### src/lcp_pkg.sv
// shared types and constants for the lfu cache policy block
package lcp_pkg;

  // request sequencer states
  typedef enum logic [2:0] {
    ST_IDLE,
    ST_SEARCH,
    ST_DECIDE,
    ST_UNLINK,
    ST_UPDATE,
    ST_INSERT,
    ST_RESP
  } state_t;

  // operation codes carried on the mode field
  localparam logic MODE_GET = 1'b0;
  localparam logic MODE_PUT = 1'b1;

  // read value returned by a get that misses
  localparam logic [31:0] MISS_VALUE = 32'hFFFF_FFFF;

  // capacity register
  localparam int          CAP_W     = 5;
  localparam logic [4:0]  CAP_RESET = 5'd16;

endpackage

### src/lcp_ram.sv
// generic single-write, single-read ram with registered read data
module lcp_ram #(
  parameter int WIDTH = 32,
  parameter int DEPTH = 16
) (
  input  logic                                  clk,
  input  logic                                  we,
  input  logic [(DEPTH > 1 ? $clog2(DEPTH) : 1)-1:0] waddr,
  input  logic [WIDTH-1:0]                      wdata,
  input  logic [(DEPTH > 1 ? $clog2(DEPTH) : 1)-1:0] raddr,
  output logic [WIDTH-1:0]                      rdata
);

  logic [WIDTH-1:0] mem [DEPTH];

  // write port
  always_ff @(posedge clk) begin
    if (we) begin
      mem[waddr] <= wdata;
    end
  end

  // registered read port
  always_ff @(posedge clk) begin
    rdata <= mem[raddr];
  end

endmodule

### src/lfu_cache_policy_top.sv
// Fully associative key/value cache with least-frequently-used replacement and a
// least-recently-used tie break. Keys, values, use counts and recency ranks live in
// four small rams that one scan counter walks with a single read address, so each
// request is served one entry per cycle. Every request runs a search scan and a decide
// state. When nothing is stored and no rank changes (get miss, put with zero capacity)
// the result follows; a put that fills a free entry of a cache that is not full first
// passes the insert state; when an entry is touched or evicted, the ranks above the
// removed position are renumbered in a second scan of the rank ram before the update
// or insert state. The input side stalls while a request is in flight and takes the
// next word in the cycle after the result is loaded; the finished word sits in an
// output register, so the next word is taken while the result waits.
module lfu_cache_policy_top #(
  parameter int ENTRIES    = 16,
  parameter int COUNT_BITS = 16
) (
  input  logic               clk,
  input  logic               rst,
  // configuration: capacity_in_use
  input  logic               cfg_write_en,
  input  logic [4:0]         cfg_write_data,
  // request channel
  input  logic               in_valid,
  output logic               in_stall,
  input  logic               mode,
  input  logic signed [31:0] key,
  input  logic signed [31:0] value,
  // result channel
  output logic               out_valid,
  input  logic               out_stall,
  output logic               hit,
  output logic signed [31:0] read_value,
  output logic               evicted,
  output logic signed [31:0] evicted_key
);

  import lcp_pkg::*;

  localparam int IDX_W  = (ENTRIES > 1) ? $clog2(ENTRIES) : 1;
  localparam int RANK_W = IDX_W;
  localparam int OCC_W  = $clog2(ENTRIES + 1);
  localparam int CMP_W  = (OCC_W > CAP_W) ? OCC_W : CAP_W;
  localparam logic [IDX_W:0]      SCAN_END  = (IDX_W + 1)'(ENTRIES);
  localparam logic [CMP_W-1:0]    ENT_CMP   = CMP_W'(ENTRIES);
  localparam logic [COUNT_BITS-1:0] COUNT_ONE = COUNT_BITS'(1);
  localparam logic [COUNT_BITS-1:0] COUNT_MAX = '1;

  state_t state, state_next;

  // configuration and occupancy
  logic [CAP_W-1:0]   cap;
  logic [ENTRIES-1:0] valid_q;
  logic [OCC_W-1:0]   occ;
  logic [OCC_W-1:0]   occ_dec;

  // captured request
  logic        req_mode;
  logic [31:0] req_key;
  logic [31:0] req_value;

  // scan control
  logic [IDX_W:0]   scan;
  logic             rd_vld;
  logic [IDX_W-1:0] rd_idx;

  // search results
  logic                  hit_f;
  logic [IDX_W-1:0]      slot;
  logic [31:0]           slot_data;
  logic [COUNT_BITS-1:0] slot_count;
  logic [RANK_W-1:0]     slot_rank;
  logic                  vic_f;
  logic [IDX_W-1:0]      vic_slot;
  logic [COUNT_BITS-1:0] vic_count;
  logic [RANK_W-1:0]     vic_rank;
  logic [31:0]           vic_key;
  logic                  free_f;
  logic [IDX_W-1:0]      free_slot;

  // action for the rest of the request
  logic [IDX_W-1:0]  tgt_slot;
  logic [RANK_W-1:0] tgt_rank;
  logic              do_ins;
  logic [IDX_W-1:0]  ins_slot;
  logic [RANK_W-1:0] ins_rank;

  // pending result
  logic        res_hit;
  logic [31:0] res_rd;
  logic        res_ev;
  logic [31:0] res_evkey;

  // ram ports
  logic [IDX_W-1:0]      raddr;
  logic [IDX_W-1:0]      waddr;
  logic                  key_we, data_we, count_we, rank_we;
  logic [31:0]           key_wdata, data_wdata;
  logic [COUNT_BITS-1:0] count_wdata;
  logic [RANK_W-1:0]     rank_wdata;
  logic [31:0]           key_rd, data_rd;
  logic [COUNT_BITS-1:0] count_rd;
  logic [RANK_W-1:0]     rank_rd;

  // decision terms
  logic [CMP_W-1:0] cap_ext, cap_eff;
  logic             cap_zero, is_full;
  logic             act_touch, act_evict, act_insert;
  logic             in_accept, out_load, rd_live;
  logic [COUNT_BITS-1:0] count_inc;

  // entry stores
  lcp_ram #(.WIDTH(32), .DEPTH(ENTRIES)) u_key_ram (
    .clk(clk), .we(key_we), .waddr(waddr), .wdata(key_wdata),
    .raddr(raddr), .rdata(key_rd)
  );

  lcp_ram #(.WIDTH(32), .DEPTH(ENTRIES)) u_data_ram (
    .clk(clk), .we(data_we), .waddr(waddr), .wdata(data_wdata),
    .raddr(raddr), .rdata(data_rd)
  );

  lcp_ram #(.WIDTH(COUNT_BITS), .DEPTH(ENTRIES)) u_count_ram (
    .clk(clk), .we(count_we), .waddr(waddr), .wdata(count_wdata),
    .raddr(raddr), .rdata(count_rd)
  );

  lcp_ram #(.WIDTH(RANK_W), .DEPTH(ENTRIES)) u_rank_ram (
    .clk(clk), .we(rank_we), .waddr(waddr), .wdata(rank_wdata),
    .raddr(raddr), .rdata(rank_rd)
  );

  // handshake terms
  assign in_accept = in_valid && (state == ST_IDLE);
  assign out_load  = (state == ST_RESP) && (!out_valid || !out_stall);
  assign rd_live   = rd_vld && valid_q[rd_idx];

  // capacity limits and occupancy compare
  assign cap_ext  = CMP_W'(cap);
  assign cap_eff  = (cap_ext > ENT_CMP) ? ENT_CMP : cap_ext;
  assign cap_zero = (cap == '0);
  assign is_full  = (CMP_W'(occ) >= cap_eff);
  assign occ_dec  = occ - 1'b1;

  // what the request does once the scan is over
  assign act_touch  = hit_f && ((req_mode == MODE_GET) || !cap_zero);
  assign act_insert = !hit_f && (req_mode == MODE_PUT) && !cap_zero;
  assign act_evict  = act_insert && is_full;

  assign count_inc = (slot_count == COUNT_MAX) ? slot_count : slot_count + 1'b1;

  // next state
  always_comb begin
    state_next = state;
    case (state)
      ST_IDLE: begin
        if (in_accept) state_next = ST_SEARCH;
      end
      ST_SEARCH: begin
        if (scan == SCAN_END) state_next = ST_DECIDE;
      end
      ST_DECIDE: begin
        if (act_touch || act_evict) begin
          state_next = ST_UNLINK;
        end else if (act_insert) begin
          state_next = ST_INSERT;
        end else begin
          state_next = ST_RESP;
        end
      end
      ST_UNLINK: begin
        if (scan == SCAN_END) state_next = do_ins ? ST_INSERT : ST_UPDATE;
      end
      ST_UPDATE: state_next = ST_RESP;
      ST_INSERT: state_next = ST_RESP;
      ST_RESP: begin
        if (out_load) state_next = ST_IDLE;
      end
      default: state_next = ST_IDLE;
    endcase
  end

  // ram controls and stall
  always_comb begin
    in_stall    = (state != ST_IDLE);
    raddr       = scan[IDX_W-1:0];
    waddr       = rd_idx;
    key_we      = 1'b0;
    data_we     = 1'b0;
    count_we    = 1'b0;
    rank_we     = 1'b0;
    key_wdata   = req_key;
    data_wdata  = req_value;
    count_wdata = count_inc;
    rank_wdata  = rank_rd - 1'b1;
    case (state)
      ST_UNLINK: begin
        // close the gap left by the touched or evicted entry
        rank_we = rd_live && (rd_idx != tgt_slot) && (rank_rd > tgt_rank);
      end
      ST_UPDATE: begin
        waddr      = tgt_slot;
        count_we   = 1'b1;
        rank_we    = 1'b1;
        rank_wdata = occ_dec[RANK_W-1:0];
        data_we    = (req_mode == MODE_PUT);
      end
      ST_INSERT: begin
        waddr       = ins_slot;
        key_we      = 1'b1;
        data_we     = 1'b1;
        count_we    = 1'b1;
        rank_we     = 1'b1;
        count_wdata = COUNT_ONE;
        rank_wdata  = ins_rank;
      end
      default: begin
        rank_we = 1'b0;
      end
    endcase
  end

  // control registers
  always_ff @(posedge clk) begin
    if (rst) begin
      state     <= ST_IDLE;
      cap       <= CAP_RESET;
      valid_q   <= '0;
      occ       <= '0;
      scan      <= '0;
      rd_vld    <= 1'b0;
      hit_f     <= 1'b0;
      vic_f     <= 1'b0;
      free_f    <= 1'b0;
      out_valid <= 1'b0;
    end else begin
      state <= state_next;
      if (cfg_write_en) cap <= cfg_write_data;

      // scan counter shared by the search and renumbering passes
      if ((state == ST_SEARCH) || (state == ST_UNLINK)) begin
        if (scan != SCAN_END) scan <= scan + 1'b1;
        rd_vld <= (scan != SCAN_END);
      end else begin
        scan   <= '0;
        rd_vld <= 1'b0;
      end

      // search flags
      if (in_accept) begin
        hit_f  <= 1'b0;
        vic_f  <= 1'b0;
        free_f <= 1'b0;
      end else if ((state == ST_SEARCH) && rd_vld) begin
        if (rd_live && (key_rd == req_key)) hit_f <= 1'b1;
        if (rd_live) vic_f <= 1'b1;
        if (!valid_q[rd_idx]) free_f <= 1'b1;
      end

      // occupancy changes
      if (state == ST_DECIDE) begin
        if (act_evict) begin
          valid_q[vic_slot] <= 1'b0;
        end else if (act_insert) begin
          occ <= occ + 1'b1;
        end
      end
      if (state == ST_INSERT) valid_q[ins_slot] <= 1'b1;

      // output register
      if (out_load) begin
        out_valid <= 1'b1;
      end else if (out_valid && !out_stall) begin
        out_valid <= 1'b0;
      end
    end
  end

  // datapath registers
  always_ff @(posedge clk) begin
    if (!rst) begin
      rd_idx <= scan[IDX_W-1:0];

      if (in_accept) begin
        req_mode  <= mode;
        req_key   <= key;
        req_value <= value;
      end

      // key match, victim and first free slot in one pass
      if ((state == ST_SEARCH) && rd_vld) begin
        if (rd_live && (key_rd == req_key) && !hit_f) begin
          slot       <= rd_idx;
          slot_data  <= data_rd;
          slot_count <= count_rd;
          slot_rank  <= rank_rd;
        end
        if (rd_live && (!vic_f || (count_rd < vic_count) ||
                        ((count_rd == vic_count) && (rank_rd < vic_rank)))) begin
          vic_slot  <= rd_idx;
          vic_count <= count_rd;
          vic_rank  <= rank_rd;
          vic_key   <= key_rd;
        end
        if (!valid_q[rd_idx] && !free_f) free_slot <= rd_idx;
      end

      // settle the action and the result
      if (state == ST_DECIDE) begin
        tgt_slot <= act_touch ? slot : vic_slot;
        tgt_rank <= act_touch ? slot_rank : vic_rank;
        do_ins   <= act_insert;
        if (act_evict) begin
          ins_slot <= (free_f && (free_slot < vic_slot)) ? free_slot : vic_slot;
          ins_rank <= occ_dec[RANK_W-1:0];
        end else begin
          ins_slot <= free_slot;
          ins_rank <= occ[RANK_W-1:0];
        end
        res_hit   <= hit_f;
        res_rd    <= (req_mode == MODE_GET) ? (hit_f ? slot_data : MISS_VALUE) : '0;
        res_ev    <= act_evict;
        res_evkey <= act_evict ? vic_key : '0;
      end

      if (out_load) begin
        hit         <= res_hit;
        read_value  <= res_rd;
        evicted     <= res_ev;
        evicted_key <= res_evkey;
      end
    end
  end

endmodule

### config.mk
export PLATFORM = sky130hd
export DESIGN_NAME = lfu_cache_policy_top
export DESIGN_NICKNAME = d
export VERILOG_FILES = /design/src/lcp_pkg.sv /design/src/lcp_ram.sv /design/src/lfu_cache_policy_top.sv
export SDC_FILE = /design/constraint.sdc
export NUM_CORES = 2
export LEC_CHECK = 0
export BUFFER_PORTS_ARGS = -buffer_cell sky130_fd_sc_hd__buf_2
export CAP_MARGIN = 25
export CORE_MARGIN = 8
export CORE_UTILIZATION = 30
export CTS_BUF_LIST = sky130_fd_sc_hd__clkbuf_4
export DETAILED_ROUTE_END_ITERATION = 8
export GPL_ROUTABILITY_DRIVEN = 0
export GPL_TIMING_DRIVEN = 1
export SYNTH_ARGS = -nofsm -noshare
export SYNTH_HDL_FRONTEND = slang
export SYNTH_SLANG_ARGS = --single-unit
### constraint.sdc
create_clock -name clk -period 6.85 [get_ports clk]
set_input_delay 1.0275 -clock clk [delete_from_list [all_inputs] [get_ports clk]]
set_output_delay 1.0275 -clock clk [all_outputs]
set_load 0.005 [all_outputs]
======== After elaboration in Yosys (flattened, before gate mapping) ========
Memories as Yosys holds them, arrays and structs flattened. A register that Yosys moved wholly into a read port is not among the register bits.
Cells that the tools add are included.
storage, ports and cells
  input bits .............................. 75
  logic and storage cells ................. 173
  output and inout port bits .............. 68
  bits in registers ....................... 373
  memories ................................ 4
  RAM bits ................................ 1,344
memories
  name             words  bits a word  read ports  clocked after Yosys merged registers in  write ports  line           RTL
  u_data_ram.mem   16     32           1           1                                        1            lcp_ram.sv:14  logic [WIDTH-1:0] mem [DEPTH];
  u_key_ram.mem    16     32           1           1                                        1            lcp_ram.sv:14
  u_count_ram.mem  16     16           1           1                                        1            lcp_ram.sv:14
  u_rank_ram.mem   16     4            1           1                                        1            lcp_ram.sv:14
cells by class
  eq/ne operators ......................... 16
  reductions and logical operators ........ 50
  magnitude comparators ................... 11
  bitwise operators ....................... 8
  add/sub/neg operators ................... 5
  mux-type cells .......................... 43
operator list
  cell                   number
  $mux 16                6
  $eq 32x32->1           1
  $mux 32                1
  $mux 4                 5
  $logic_and 1x1->1      19
  $pmux 3 s6             1
  $add 16x1->16 const B  1
  $and 16x16->16         1
  $eq 16x16->1           1
  $eq 16x16->1 const B   1
  $lt 16x16->1           1
  $mux 1                 16
  $not 16->16            1
  $or 16x16->16          1
  $pmux 4 s2             2
  $lt 4x5->1 const B     3
  $mux 3                 5
  $reduce_and 2->1       6
  $reduce_and 3->1       4
  $add 5x1->5 const B    2
  $eq 3x3->1 const B     3
  $demux 1 s4            2
  $ge 4x1->1 const B     2
  $lt 4x4->1             2
  other kinds (23)       46

======== Longest topological paths before layout ========
  depth in word-level cells ............... 11
  mapped depth ............................ 11
  depth with buffers taken out ............ 8

======== By module ========
From an unflattened synthesis, not the netlist that was laid out.
second synthesis, totals
  cells, all modules ...................... 3,198
  area, all modules ....................... 66,920.4 um^2
modules (own cells, without submodules)
  module                     sequential area each (um^2)  area each (um^2)  instances  cells each
  lcp_ram at u_data_ram ...  16,015.4                     19,835.3          2          838
  lfu_cache_policy_top       10,810.4                     14,541.4          1          960
  lcp_ram at u_count_ram     8,007.7                      10,042.1          1          432
  lcp_ram at u_rank_ram      2,001.9                      2,666.3           1          130

======== Worst setup path before layout ========
No wires, ideal clock.
  path kind ............................... reg2reg
  from .................................... register rd_idx[0]
  to ...................................... register slot[0] (enable)
  clock period less this slack ............ 7,375 ps
  path buffers ............................ 1
  data arrival time ....................... 6,766 ps
  slack ................................... -525 ps
  library setup time ...................... 609 ps
  required time ........................... 6,241 ps
  cell stages (with the launch flop) ...... 7
  path through ............................ edfxtp_1 -> buf_4 -> mux4_2 -> mux2i_1 -> mux2_2 -> nand2b_1 -> nor4_1
between the ends
  longest elaborated chain between the ends .. 6
ends and longest elaborated chain
  what                               line                         RTL
  start, declared                    lfu_cache_policy_top.sv:63   logic [IDX_W-1:0] rd_idx;
  start signal, assigned             lfu_cache_policy_top.sv:280  rd_idx <= scan[IDX_W-1:0];
  $bmux 1 s4                         lfu_cache_policy_top.sv:134  assign rd_live = rd_vld && valid_q[rd_idx];
  $mux 1 (not written as such)       lfu_cache_policy_top.sv:134
  $logic_and 1x1->1                  lfu_cache_policy_top.sv:134
  $logic_and 1x1->1 (2 in a row)     lfu_cache_policy_top.sv:290  if (rd_live && (key_rd == req_key) && !hit_f) begin
  $reduce_and 3->1 (no source line)  -
  end signal, assigned               lfu_cache_policy_top.sv:291  slot <= rd_idx;
  end, declared                      lfu_cache_policy_top.sv:67   logic [IDX_W-1:0] slot;
No other way between the ends. The select of a mux whose other input is x is not followed.
A chain may end at the register's enable or synchronous reset.

======== Worst setup path in the final report ========
  from .................................... register state[2]
  to ...................................... memory u_key_ram.mem[5][24] (enable)
between the ends
  longest elaborated chain between the ends .. 4
  elaborated cells on any way between the ends .. 6
  classes of those cells .................. eq/ne (2); mux (4)
ends and longest elaborated chain
  what                          line                         RTL
  start, declared               lfu_cache_policy_top.sv:47   state_t state, state_next;
  start signal, assigned        lfu_cache_policy_top.sv:235  state <= state_next;
  $eq 3x3->1                    lfu_cache_policy_top.sv:194  case (state)
  $mux 1                        lfu_cache_policy_top.sv:194
  $mux 1                        lcp_ram.sv:18                if (we) begin
  $mux 1 (not written as such)  lcp_ram.sv:19                mem[waddr] <= wdata;
  end, declared                 lcp_ram.sv:14
Parallel ways exist; a longest one is shown, timed or not.

==> metrics.csv <==
metric,value,unit
CP required,7.70,ns
VDD IR max,0.0001957,V
Power Internal,18.32,mW
CP Max Fanout,32,
syn_area_per_cell,22.34,sq um
Worst-Skew Late Latency,1.34,ns
vias per std cell,4.639,
synth warn,0,
total wire length,152.7,mm
layout net count,3711,
Finish-stage setup viols,0,
"Seq/Total Area, Yosys",78.85,%
Initial DRC Count,2708,
"commonest non-fill, non-tap cells in the layout","edfxtp_1 (1678), clkbuf_4 (659), mux4_2 (424), buf_2 (142), dfxtp_1 (118)",
Leak,24.87,nW
drt pass-1 iters,5,
critical path class,flip-flop to flip-flop,
PD cells,308.1,nW/um^2
CP max stage cell,nor2b_2,
CTS buffer count,430,
sw power,5.820,mW
first-pass GRT wire length,225.1,mm
class of the worst hold path,input pin to flip-flop,
P&R area growth vs syn,16.90,%
Worst Skew,0.1279,ns
final core utilization,35.28,%
CTS-repair resized insts,0,
num rows,173,
Final Cycle Share,58.66,%
Worst-path clk slew,0.07,ns
H-tree Lvls,5,
grt ovf,0,
Pins Over Slew Limit,0,
Post-Route Hold Slack,0.2565,ns
fin area,78350,sq um
Critical Path End Type,flip-flop,
TritonCTS clock tree,built,
"Hold Vio Cnt, Final",0,
combinational power share,10.1,%
Fin Setup TNS,0,ns
status,"complete, no violations",
largest net degree at the start of global routing,118,
CP arrival,4.87,ns
"most common cell after layout, fill and taps aside",edfxtp_1,
Mapped Cells,3001,
"Top FF cell, synth",edfxtp_1,
"slowest stage delay, CP",0.78,ns
register bit count reported by yosys,1801,
vias in the first global route,34340,
post-placement setup slack,2.430,ns
Worst Setup Start Kind,flip-flop,
Max Cap Violations,0,
post-CTS setup repair buffer count,0,
Placement Cell Area,71790,sq um
Fmax,248.9,MHz
Global Route Usage Sum,12.61,%
full die area,238800,sq um
clock root buffer,clkbuf_4,
"EDFF count, synth",1678,
RSZ-0062 raised after global routing,false,
DR vias,32160,
Clock Sinks,1801,
post-route ant nets,0,
Post-synth ARST share,0,%
relative slew slack,27.82,%
"Cell Area, Synth",67030,sq um
IO Count,143,
Worst Tran Pin Value,1.083,ns
Switching Share,24.10,%
initial core utilization,30.18,%
worst path cell trace,nor2b_2 > mux2i_1 > nand2_1 > nor2_2 > buf_4 > nand2_1 > inv_2,
DRC errors left,0,
share of post-route cells with drive strength above 1,36.43,%
core area,222100,sq um
initial antenna violation count,12,
clock power share,35.7,%
final worst setup slack,2.832,ns
Sequential Power Share,54.2,%
die width,488.7,um
number of port buffers,142,
Final min period,4.018,ns
"Net Count, Synth",3113,
most frequent CP cell,nand2_1,
library cells used by synthesis,63,
Max Root-Sink Buffers,4,
Final HPWL DP,86.58,mm
routed len/inst,22.03,um
Die Y,488.7,um
layout make-up:
| class | count | area, sq um |
|---|---|---|
| fill | 20740 | 143700 |
| sequential | 1801 | 52870 |
| multi-input combinational | 973 | 13420 |
| clock buffer | 659 | 4947 |
| tap | 2975 | 3722 |
| timing repair buffer | 308 | 2461 |
| clock inverter | 119 | 589.3 |
| inverter | 85 | 319.1 |
| antenna | 12 | 30.03 |
routing by layer:
metal | GRT usage (%) | wire, um
met1 | 15.80 | 63050
met2 | 21.13 | 76750
met3 | 3.428 | 8981
met4 | 4.377 | 3907
met5 | 0 | 32
sequential cells by signal, summed over array words and instances (netlist names), 16 cells and up:
signal             cells
u_count_ram.mem      256
res_rd                32
read_value            32
key_wdata             32
vic_key               32
vic_count             16
valid_q               16
res_evkey             32
u_key_ram.rdata       32
u_rank_ram.mem        64
data_wdata            32
evicted_key           32
slot_count            16
u_data_ram.rdata      32
slot_data             32
u_data_ram.mem       512
u_key_ram.mem        512
u_count_ram.rdata     16
final timing paths:
path                 startpoint              endpoint  slack (ns)  cells after the start
hold reg to reg   res_evkey[10]       evicted_key[10]        0.34                      0
setup reg to reg       state[2]  u_key_ram.mem[5][24]        2.83                      7
hold / removal              rst                cap[1]        0.26                      3
setup / recovery       state[2]  u_key_ram.mem[5][24]        2.83                      7
per-stage QoR:
stage | std cells | power (mW)
floorplan | 3001 | 14.89
global placement | 6043 | 15.73
detailed placement | 6052 | 15.79
CTS | 6908 | 24.50
global route | 6930 | 25.24
finish | 6932 | 24.14
cells in the mapped netlist (11+ instances only):
cell type	instances	area [sq um]
nand4_1	15	93.84
inv_1	85	319.1
buf_1	12	45.04
nor4_1	14	87.58
ha_1	37	462.9
clkbuf_1	73	274.0
edfxtp_1	1678	50390
nand3_1	27	135.1
a21oi_1	74	370.4
buf_4	18	135.1
xnor2_1	50	437.9
nand2_1	48	180.2
mux2_2	20	225.2
o21ai_0	16	80.08
buf_2	33	165.2
nor2_1	71	266.5
mux2i_1	11	110.1
dfxtp_1	123	2462
nor3_1	26	130.1
and3_1	38	237.7
mux4_2	424	9549
kinds of logic after synthesis:
group           share of synthesized area [%]
flops                                   78.85
mux                                     14.80
simple gates                            2.167
buf+inv                                 1.491
compound gates                          1.256
xor+xnor                               0.7448
fa+ha+maj                              0.6907
power groups by stage:
stage	registers, mW	clock network [mW]	logic, mW
after floorplan	13.1	0	1.76
after global placement	13.3	0	2.41
after detailed placement	13.4	0	2.43
after CTS	13.1	8.92	2.48
after global routing	13.2	9.45	2.63
final	13.1	8.61	2.43
critical path, delay by kind of cell, from the launching register on:
family	cells	cell delay, ns
buf+inv	2	1.08
simple gates	4	1.57
mux	1	0.32
flops	1	0.51
repair_timing:
item | in CTS | in global routing
hold endpoints to repair | 74 | 0
endpoints found under the setup margin | 0 | 0
hold buffers | 78 | 0
Note: power is estimated with default switching activity, not from simulation.
